[src/hw/rtl/dsar_pkg.sv]
// Shared types and constants for the display-to-sample aspect ratio unit.
// Holds the microprogram, the prime table and the control/status structs.
// No dependencies.
package dsar_pkg;

  // Field widths of the items.
  localparam int unsigned CODE_W = 4;
  localparam int unsigned SIZE_W = 14;
  localparam int unsigned TERM_W = 16;
  localparam int unsigned DAR_W  = 8;

  localparam logic [TERM_W-1:0] TERM_MAX = '1;

  // Aspect ratio information codes that select a display ratio.
  localparam logic [CODE_W-1:0] ASPECT_4_3    = 4'd2;
  localparam logic [CODE_W-1:0] ASPECT_16_9   = 4'd3;
  localparam logic [CODE_W-1:0] ASPECT_221_100 = 4'd4;

  // Prime table, walked in order by the reduction loop.
  localparam int unsigned PRIME_CNT   = 17;
  localparam int unsigned PRIME_W     = 6;
  localparam int unsigned PRIME_IDX_W = 5;
  localparam logic [PRIME_W-1:0] PRIME_TAB [PRIME_CNT] = '{
    6'd2, 6'd3, 6'd5, 6'd7, 6'd11, 6'd13, 6'd17, 6'd19, 6'd23, 6'd29,
    6'd31, 6'd37, 6'd41, 6'd43, 6'd47, 6'd53, 6'd59
  };

  // Datapath operations issued by the sequencer.
  typedef enum logic [2:0] {
    OP_NOP,
    OP_LOAD,
    OP_HALVE,
    OP_DIV_START,
    OP_DIV_STEP,
    OP_TAKE_QUOT,
    OP_NEXT_PRIME,
    OP_EMIT
  } ucode_op_e;

  // Jump conditions tested by the sequencer.
  typedef enum logic [3:0] {
    C_NEVER,
    C_ALWAYS,
    C_NO_INPUT,
    C_ZERO_BOTH,
    C_ODD,
    C_DIV_MORE,
    C_REM_NZ,
    C_STOP,
    C_OUT_BLOCKED
  } ucode_cond_e;

  localparam int unsigned PC_W = 4;

  typedef struct packed {
    ucode_op_e   op;
    ucode_cond_e cond;
    logic [PC_W-1:0] target;
  } ucode_word_t;

  // Status flags from the datapath that the jump conditions look at.
  typedef struct packed {
    logic no_input;
    logic zero_both;
    logic odd;
    logic div_more;
    logic rem_nz;
    logic stop;
    logic out_blocked;
  } dp_status_t;

  // Step addresses of the microprogram.
  localparam logic [PC_W-1:0] ST_FETCH    = 4'd0;
  localparam logic [PC_W-1:0] ST_ZCHK     = 4'd1;
  localparam logic [PC_W-1:0] ST_HCHK     = 4'd2;
  localparam logic [PC_W-1:0] ST_HALVE    = 4'd3;
  localparam logic [PC_W-1:0] ST_DSTART   = 4'd4;
  localparam logic [PC_W-1:0] ST_DSTEP    = 4'd5;
  localparam logic [PC_W-1:0] ST_RCHK     = 4'd6;
  localparam logic [PC_W-1:0] ST_TAKE     = 4'd7;
  localparam logic [PC_W-1:0] ST_PCHK     = 4'd8;
  localparam logic [PC_W-1:0] ST_NEXT     = 4'd9;
  localparam logic [PC_W-1:0] ST_EMIT     = 4'd10;
  localparam logic [PC_W-1:0] ST_WRAP     = 4'd11;

  // Microprogram ROM: a jump is taken when its condition holds, else the
  // step counter advances by one.
  function automatic ucode_word_t ucode_rom(input logic [PC_W-1:0] pc);
    ucode_word_t w;
    unique case (pc)
      ST_FETCH:  w = '{op: OP_LOAD,       cond: C_NO_INPUT,    target: ST_FETCH};
      ST_ZCHK:   w = '{op: OP_NOP,        cond: C_ZERO_BOTH,   target: ST_EMIT};
      ST_HCHK:   w = '{op: OP_NOP,        cond: C_ODD,         target: ST_DSTART};
      ST_HALVE:  w = '{op: OP_HALVE,      cond: C_ALWAYS,      target: ST_HCHK};
      ST_DSTART: w = '{op: OP_DIV_START,  cond: C_NEVER,       target: ST_FETCH};
      ST_DSTEP:  w = '{op: OP_DIV_STEP,   cond: C_DIV_MORE,    target: ST_DSTEP};
      ST_RCHK:   w = '{op: OP_NOP,        cond: C_REM_NZ,      target: ST_PCHK};
      ST_TAKE:   w = '{op: OP_TAKE_QUOT,  cond: C_ALWAYS,      target: ST_DSTART};
      ST_PCHK:   w = '{op: OP_NOP,        cond: C_STOP,        target: ST_EMIT};
      ST_NEXT:   w = '{op: OP_NEXT_PRIME, cond: C_ALWAYS,      target: ST_DSTART};
      ST_EMIT:   w = '{op: OP_EMIT,       cond: C_OUT_BLOCKED, target: ST_EMIT};
      ST_WRAP:   w = '{op: OP_NOP,        cond: C_ALWAYS,      target: ST_FETCH};
      default:   w = '{op: OP_NOP,        cond: C_ALWAYS,      target: ST_FETCH};
    endcase
    return w;
  endfunction

endpackage

[src/hw/rtl/dsar_div_lane.sv]
// One lane of the restoring divider: divides by a small prime, one bit a cycle while step_i is high.
// Depends on dsar_pkg for the prime width.
module dsar_div_lane #(
  parameter int unsigned DW = 22
) (
  input  logic                        clk_i,
  input  logic                        start_i,
  input  logic                        step_i,
  input  logic [DW-1:0]               dividend_i,
  input  logic [dsar_pkg::PRIME_W-1:0] divisor_i,
  output logic [DW-1:0]               quot_o,
  output logic                        rem_nz_o
);
  import dsar_pkg::*;

  logic [DW-1:0]      acc_q, acc_d;
  logic [PRIME_W-1:0] rem_q, rem_d;
  logic [PRIME_W:0]   trial;
  logic [PRIME_W:0]   diff;

  // Shift in the next dividend bit and subtract the divisor when it fits.
  always_comb begin
    trial = {rem_q, acc_q[DW-1]};
    diff  = trial - {1'b0, divisor_i};
    acc_d = acc_q;
    rem_d = rem_q;
    if (start_i) begin
      acc_d = dividend_i;
      rem_d = '0;
    end else if (step_i) begin
      if (trial >= {1'b0, divisor_i}) begin
        rem_d = diff[PRIME_W-1:0];
        acc_d = {acc_q[DW-2:0], 1'b1};
      end else begin
        rem_d = trial[PRIME_W-1:0];
        acc_d = {acc_q[DW-2:0], 1'b0};
      end
    end
  end

  always_ff @(posedge clk_i) begin
    acc_q <= acc_d;
    rem_q <= rem_d;
  end

  assign quot_o   = acc_q;
  assign rem_nz_o = |rem_q;

endmodule

[src/hw/rtl/dsar_datapath.sv]
// Datapath of the aspect ratio unit: term registers, multiplier, divider
// lanes, prime index and the output register. Depends on dsar_pkg and
// dsar_div_lane.
module dsar_datapath #(
  parameter int unsigned NUM_PRIMES = 17,
  parameter int unsigned SIZE_BITS  = 14
) (
  input  logic                   clk_i,
  input  logic                   rst_ni,
  input  dsar_pkg::ucode_op_e    op_i,
  output dsar_pkg::dp_status_t   status_o,
  input  logic                   s_axis_tvalid,
  output logic                   s_axis_tready,
  input  logic [31:0]            s_axis_tdata,
  output logic                   m_axis_tvalid,
  input  logic                   m_axis_tready,
  output logic [31:0]            m_axis_tdata,
  output logic                   m_axis_tuser
);
  import dsar_pkg::*;

  localparam int unsigned USED_W = (SIZE_BITS < SIZE_W) ? SIZE_BITS : SIZE_W;
  localparam int unsigned HV_W   = DAR_W + USED_W;
  localparam int unsigned CNT_W  = $clog2(HV_W + 1);
  localparam int unsigned IDX_W  = (NUM_PRIMES > 1) ? $clog2(NUM_PRIMES) : 1;

  logic [CODE_W-1:0] code;
  logic [USED_W-1:0] wid_used;
  logic [USED_W-1:0] hgt_used;
  logic [DAR_W-1:0]  dar_h, dar_v;
  logic              ratio;

  logic [HV_W-1:0]   h_q, h_d, v_q, v_d;
  logic [IDX_W-1:0]  idx_q, idx_d;
  logic [CNT_W-1:0]  cnt_q, cnt_d;
  logic [PRIME_W-1:0] prime;
  logic [HV_W-1:0]   quot_h, quot_v;
  logic              rem_nz_h, rem_nz_v;
  logic              div_start, div_step;

  logic              out_blocked, emit;
  logic              m_tvalid_q, m_tvalid_d;
  logic [31:0]       m_tdata_q, m_tdata_d;
  logic              m_tuser_q, m_tuser_d;

  // Unpack the input item; only the low size bits take part.
  assign code     = s_axis_tdata[3:0];
  assign wid_used = s_axis_tdata[4 +: USED_W];
  assign hgt_used = s_axis_tdata[18 +: USED_W];

  // Display ratio selected by the aspect code.
  always_comb begin
    ratio = 1'b1;
    unique case (code)
      ASPECT_4_3: begin
        dar_h = 8'd4;
        dar_v = 8'd3;
      end
      ASPECT_16_9: begin
        dar_h = 8'd16;
        dar_v = 8'd9;
      end
      ASPECT_221_100: begin
        dar_h = 8'd221;
        dar_v = 8'd100;
      end
      default: begin
        dar_h = '0;
        dar_v = '0;
        ratio = 1'b0;
      end
    endcase
  end

  assign prime = PRIME_TAB[PRIME_IDX_W'(idx_q)];

  // Both terms are divided by the same prime in parallel.
  assign div_start = (op_i == OP_DIV_START);
  assign div_step  = (op_i == OP_DIV_STEP);

  dsar_div_lane #(.DW(HV_W)) u_div_h (
    .clk_i      (clk_i),
    .start_i    (div_start),
    .step_i     (div_step),
    .dividend_i (h_q),
    .divisor_i  (prime),
    .quot_o     (quot_h),
    .rem_nz_o   (rem_nz_h)
  );

  dsar_div_lane #(.DW(HV_W)) u_div_v (
    .clk_i      (clk_i),
    .start_i    (div_start),
    .step_i     (div_step),
    .dividend_i (v_q),
    .divisor_i  (prime),
    .quot_o     (quot_v),
    .rem_nz_o   (rem_nz_v)
  );

  assign out_blocked = m_tvalid_q && !m_axis_tready;
  assign emit        = (op_i == OP_EMIT) && !out_blocked;

  // Term registers, prime index and bit counter.
  always_comb begin
    h_d   = h_q;
    v_d   = v_q;
    idx_d = idx_q;
    cnt_d = cnt_q;
    unique case (op_i)
      OP_LOAD: begin
        if (s_axis_tvalid) begin
          idx_d = '0;
          if (ratio) begin
            h_d = HV_W'(dar_h) * HV_W'(hgt_used);
            v_d = HV_W'(dar_v) * HV_W'(wid_used);
          end else begin
            h_d = HV_W'(1);
            v_d = HV_W'(1);
          end
        end
      end
      OP_HALVE: begin
        h_d = h_q >> 1;
        v_d = v_q >> 1;
      end
      OP_DIV_START: cnt_d = CNT_W'(HV_W);
      OP_DIV_STEP:  cnt_d = cnt_q - CNT_W'(1);
      OP_TAKE_QUOT: begin
        h_d = quot_h;
        v_d = quot_v;
      end
      OP_NEXT_PRIME: idx_d = idx_q + IDX_W'(1);
      default: ;
    endcase
  end

  always_ff @(posedge clk_i) begin
    h_q   <= h_d;
    v_q   <= v_d;
    idx_q <= idx_d;
    cnt_q <= cnt_d;
  end

  // Output register holds one result item until it is taken.
  always_comb begin
    m_tvalid_d = m_tvalid_q;
    m_tdata_d  = m_tdata_q;
    m_tuser_d  = m_tuser_q;
    if (emit) begin
      m_tvalid_d = 1'b1;
      m_tdata_d  = {v_q[TERM_W-1:0], h_q[TERM_W-1:0]};
      m_tuser_d  = (h_q > HV_W'(TERM_MAX)) || (v_q > HV_W'(TERM_MAX));
    end else if (m_axis_tready) begin
      m_tvalid_d = 1'b0;
    end
  end

  always_ff @(posedge clk_i or negedge rst_ni) begin
    if (!rst_ni) begin
      m_tvalid_q <= 1'b0;
    end else begin
      m_tvalid_q <= m_tvalid_d;
    end
  end

  always_ff @(posedge clk_i) begin
    m_tdata_q <= m_tdata_d;
    m_tuser_q <= m_tuser_d;
  end

  // Flags for the sequencer's jump conditions.
  always_comb begin
    status_o.no_input    = !s_axis_tvalid;
    status_o.zero_both   = (h_q == '0) && (v_q == '0);
    status_o.odd         = h_q[0] | v_q[0];
    status_o.div_more    = cnt_q > CNT_W'(1);
    status_o.rem_nz      = rem_nz_h | rem_nz_v;
    status_o.stop        = (v_q <= HV_W'(prime)) || (h_q <= HV_W'(prime)) ||
                           (idx_q == IDX_W'(NUM_PRIMES - 1));
    status_o.out_blocked = out_blocked;
  end

  assign s_axis_tready = (op_i == OP_LOAD);
  assign m_axis_tvalid = m_tvalid_q;
  assign m_axis_tdata  = m_tdata_q;
  assign m_axis_tuser  = m_tuser_q;

endmodule

[src/hw/rtl/dsar_sequencer.sv]
// Microcode sequencer: step counter, control word fetch and conditional jumps.
// Depends on dsar_pkg for the microprogram and the status struct.
module dsar_sequencer (
  input  logic                 clk_i,
  input  logic                 rst_ni,
  input  dsar_pkg::dp_status_t status_i,
  output dsar_pkg::ucode_op_e  op_o
);
  import dsar_pkg::*;

  logic [PC_W-1:0] pc_q, pc_d;
  ucode_word_t     word;
  logic            taken;

  assign word = ucode_rom(pc_q);

  // Evaluate the jump condition of the current step.
  always_comb begin
    unique case (word.cond)
      C_NEVER:       taken = 1'b0;
      C_ALWAYS:      taken = 1'b1;
      C_NO_INPUT:    taken = status_i.no_input;
      C_ZERO_BOTH:   taken = status_i.zero_both;
      C_ODD:         taken = status_i.odd;
      C_DIV_MORE:    taken = status_i.div_more;
      C_REM_NZ:      taken = status_i.rem_nz;
      C_STOP:        taken = status_i.stop;
      C_OUT_BLOCKED: taken = status_i.out_blocked;
      default:       taken = 1'b1;
    endcase
  end

  // Next step: jump target or the following step.
  always_comb begin
    pc_d = taken ? word.target : pc_q + PC_W'(1);
  end

  always_ff @(posedge clk_i or negedge rst_ni) begin
    if (!rst_ni) begin
      pc_q <= ST_FETCH;
    end else begin
      pc_q <= pc_d;
    end
  end

  assign op_o = word.op;

endmodule

[src/hw/rtl/display_to_sample_aspect_ratio_unit.sv]
// Display-to-sample aspect ratio unit, top level.
// One item at a time. Each item goes through common halvings, then trial
// divisions by the primes in table order on a bit-serial divider over
// W = 8 + min(SIZE_BITS, 14) bits, then the emit step, which waits while the
// output register holds a result not yet taken. A ratio code with both sizes
// zero skips the reduction. After a result is written to the output register,
// the wrap step passes before the fetch step takes the next item. Reset
// returns the step counter to the fetch step and empties the output register.
module display_to_sample_aspect_ratio_unit #(
  parameter int unsigned NUM_PRIMES = 17,
  parameter int unsigned SIZE_BITS  = 14
) (
  input  logic        clk_i,
  input  logic        rst_ni,
  input  logic        s_axis_tvalid,
  output logic        s_axis_tready,
  input  logic [31:0] s_axis_tdata,   // aspect_code[3:0], disp_width[17:4], disp_height[31:18]
  output logic        m_axis_tvalid,
  input  logic        m_axis_tready,
  output logic [31:0] m_axis_tdata,   // sample_aspect_w[15:0], sample_aspect_h[31:16]
  output logic        m_axis_tuser    // truncated
);
  import dsar_pkg::*;

  ucode_op_e  op;
  dp_status_t status;

  dsar_sequencer u_seq (
    .clk_i    (clk_i),
    .rst_ni   (rst_ni),
    .status_i (status),
    .op_o     (op)
  );

  dsar_datapath #(
    .NUM_PRIMES (NUM_PRIMES),
    .SIZE_BITS  (SIZE_BITS)
  ) u_dp (
    .clk_i         (clk_i),
    .rst_ni        (rst_ni),
    .op_i          (op),
    .status_o      (status),
    .s_axis_tvalid (s_axis_tvalid),
    .s_axis_tready (s_axis_tready),
    .s_axis_tdata  (s_axis_tdata),
    .m_axis_tvalid (m_axis_tvalid),
    .m_axis_tready (m_axis_tready),
    .m_axis_tdata  (m_axis_tdata),
    .m_axis_tuser  (m_axis_tuser)
  );

endmodule

[config.mk]
export PLATFORM = sky130hd
export DESIGN_NAME = display_to_sample_aspect_ratio_unit
export DESIGN_NICKNAME = d
export VERILOG_FILES = /design/src/hw/rtl/dsar_pkg.sv /design/src/hw/rtl/dsar_div_lane.sv /design/src/hw/rtl/dsar_datapath.sv /design/src/hw/rtl/dsar_sequencer.sv /design/src/hw/rtl/display_to_sample_aspect_ratio_unit.sv
export SDC_FILE = /design/constraint.sdc
export NUM_CORES = 1
export LEC_CHECK = 0
export BUFFER_PORTS_ARGS = -buffer_cell sky130_fd_sc_hd__buf_2
export CELL_PAD_IN_SITES_DETAIL_PLACEMENT = 0
export CELL_PAD_IN_SITES_GLOBAL_PLACEMENT = 1
export CORE_ASPECT_RATIO = 1.5
export CORE_UTILIZATION = 45
export CTS_CLUSTER_DIAMETER = 80
export CTS_CLUSTER_SIZE = 10
export DETAILED_ROUTE_END_ITERATION = 7
export PLACE_DENSITY = 0.75
export SETUP_SLACK_MARGIN = 0.2
export SLEW_MARGIN = 10
export SYNTH_ARGS = -nofsm -noshare
export SYNTH_HDL_FRONTEND = slang
export SYNTH_SLANG_ARGS = --single-unit
[constraint.sdc]
create_clock -name clk_i -period 3.4 [get_ports clk_i]
set_input_delay 0.34 -clock clk_i [delete_from_list [all_inputs] [get_ports clk_i]]
set_output_delay 0.34 -clock clk_i [all_outputs]
set_load 0.05 [all_outputs]
==> impl_metrics.ini <==
[cells_and_area]
fillerInstances = 2374
utilization_pct = 60.33
diodes = 0
seqCellArea_um2 = 4299
area_delta_synth_final_pct = 32.22
layout_common_cells = 181 x nand2_1, 181 x buf_4, 138 x inv_1
nNetsFinal = 1867
multi_input_area_um2 = 9042
drive_above_1_share_pct = 32.79

[timing]
slew_headroom_pct = 50.54
worst_pin_slew_ns = 0.7419
final_hold_viol_count = 0
skew_ns = 0.006759
finalSetupViolations = 32
fin_setup_tns_ns = -27.60
timing.fmax_ghz = 0.2177
rsz0062_at_grt = yes
fin_crit_ns = 4.593
period_share_pct = 135.1
finalWorstSetupSlack_ns = -1.193
slew_violations = 0

[worst_setup_path]
start_kind = input port
crit-reg2reg-launch = u_dp.idx_q[0]
ff2ff_path_depth = 13
critPathCaptureType = flip-flop
crit_type = input port to flip-flop
crit_arrival_ns = 4.77
rrSetupSlack_ns = 0.29
path_max_fanout = 5
r2r-end = u_seq.pc_q[1]
required_ns = 3.58

[grt]
grt_pass1_wl_um = 53050
antenna_found_initial = 0
grt_max_degree = 53
grt_util_all_layers_pct = 22.51
grt_pass1_vias = 10920
overflow = 0

[floorplan]
rows = 76
die_area_um2 = 29720
die_x_um = 141.1
core_area_um2 = 28620
io_pins = 71
fp.dieH_um = 210.6
initial_core_util_pct = 45.63

[routing]
wire_per_inst_um = 16.17
wl_met1_um = 13550
drc = 0
initialDrtViolationCount = 532
totalWireLength_um = 32190
antenna_left = 0
dr.pass1.iters = 5
vias = 10400
route.met2.wl_um = 16920
via_per_inst = 5.225
met3_length_um = 920
top_layer = met4

[synth]
seq_area_frac_synth_pct = 32.92
synth_cell_types = 75
synthesis.area_um2 = 13060
syn_area_per_cell_um2 = 9.834
synth_fp_nets = 1607
synth_top_cell_by_area = edfxtp_1
ys_ff_latch = 148
async_flop_share_pct = 3.378
synth.area.top_cells = edfxtp_1 30%, ha_1 15%, fa_1 14%, nand2_1 5.4%, inv_1 4.8%
synth_edf_count = 131
synth_top_area_share_pct = 30.12
yosysWarningCount = 0
postSynthCellCount = 1328
synth_ff_type = edfxtp_1

[clocking]
clkLatencyLatePin_ns = 0.43
clk_path_buf_depth = 2
cts_tree = built
clk_pin_slew_ns = 0.06
clk_root_buffer_cell = clkbuf_16
cts_inserted_buffers = 17
cts_sinks = 148
htreeDepth = 4

[pwr]
vdd_drop_max_v = 0.0004100
p_per_area_nw_per_um2 = 576.0
power.leakage_uw = 0.008022

[status]
violations = negative setup slack
status = finished, violations left

[placed_design]
gp_congestion = 0.8719
port_buffers = 70
hpwl_um = 24540

[min_path]
hold_class = input port to async pin

[flow_run]
max_cap_violations = 0
[per-stage QoR]
step / instances / hold slack [ns] / setup WS (ns) / cell area [µm²] / total power [µW]
after global routing: 1991 / 0.2593 / -1.365 / 17270 / 10580
final: 1991 / 0.2512 / -1.193 / 17270 / 9946
after detailed placement: 1924 / 0.1583 / -1.753 / 15670 / 7752
after global placement: 1924 / 0.1582 / -1.695 / 15670 / 7658
after CTS: 1975 / 0.2248 / -1.118 / 16800 / 9762
after floorplan: 1328 / 0.04441 / -1.543 / 13630 / 6281
[flip-flops by register name, summed over array words and instances, names as in the netlist, 4 cells and up]
name,flops
u_dp.m_axis_tdata,32
u_dp.u_div_v.quot_o,22
u_dp.idx_q,5
u_dp.h_q,22
u_dp.u_div_h.rem_q,6
u_seq.pc_q,4
u_dp.u_div_h.quot_o,22
u_dp.cnt_q,5
u_dp.u_div_v.rem_q,6
u_dp.v_q,22
[area by class of cell]
class | instances | area share (%)
clock buffer | 21 | 2.666
clock inverter | 11 | 0.7391
inverter | 167 | 3.666
multi-input combinational | 966 | 52.37
sequential | 148 | 24.90
tap | 390 | 2.826
timing repair buffer | 288 | 12.84
[per-layer routing]
layer  up-vias  global-route usage (%)
met2       212                   41.79
met4         0                   8.321
met3        43                   2.131
li1       5114                       -
met1      5033                   26.67
met5         -                       0
[critical path, stage by stage]
cell,delay [ns]
buf_6,0.10
nor4b_4,0.35
buf_4,0.20
buf_4,0.11
buf_6,0.10
and2_4,0.15
fa_1,0.40
fa_1,0.47
fa_1,0.49
inv_1,0.05
fa_1,0.52
inv_1,0.06
ha_4,0.26
nand2_1,0.09
o21ai_2,0.18
a31oi_1,0.08
a21bo_2,0.27
o31ai_4,0.07
nor4bb_1,0.12
or3_1,0.35
[worst max path at each step]
stage | startpoint | endpoint | slack, ns | cells after the start
after global routing | s_axis_tdata[0] | u_dp.h_q[17] | -1.36 | 21
after CTS | s_axis_tdata[1] | u_dp.h_q[20] | -1.12 | 21
after floorplan | s_axis_tdata[0] | u_dp.h_q[21] | -1.54 | 20
after detailed placement | s_axis_tdata[0] | u_dp.h_q[21] | -1.75 | 19
final | s_axis_tdata[0] | u_dp.h_q[21] | -1.19 | 20
after global placement | s_axis_tdata[0] | u_dp.h_q[21] | -1.70 | 19
[power breakdown]
part	switching [µW]	total (µW)	internal, µW
logic	2680	4510	1820
registers	639	3560	2920
clock network	754	1870	1120
[logic make-up after synthesis]
group	Yosys count	share of synthesized area, %
simple gates	416	15.63
mux	17	1.341
fa+ha+maj	243	28.45
compound gates	243	12.20
buf+inv	214	6.313
xor+xnor	47	3.152
flops	148	32.92
[repair_timing]
action | 4_1_cts | 5_1_grt
resized for setup | 93 | 67
setup endpoints to repair | 48 | 51
hold buffers | 1 | 0
setup buffers | 18 | 16
pin swaps | 84 | 71
hold endpoints to repair | 5 | 0
[synth_stat cells, types with 3 or more instances]
library cell and number:
nand2_1 188, inv_1 166, ha_1 153, edfxtp_1 131, fa_1 90, and2_1 60
nor2_1 51, o21ai_1 51, a21oi_1 46, clkbuf_1 39, a22oi_1 36, xor2_1 27
nand3_1 22, xnor2_1 20, o21ai_0 19, a21o_1 18, and3_1 17, mux2i_1 16
nor3_1 13, nor4_1 13, dfxtp_1 12, a211oi_1 10, nand4_1 9, nor2b_1 9
nand2b_1 8, a31oi_1 7, a222oi_1 6, o31ai_1 6, dfrtp_1 5, o21a_1 5
o21bai_1 5, o22ai_1 5, nand3b_1 4, a211o_1 3, buf_1 3, o2111ai_1 3
or3_1 3, or4_1 3
No activity file was read; power rests on OpenSTA's default activity.
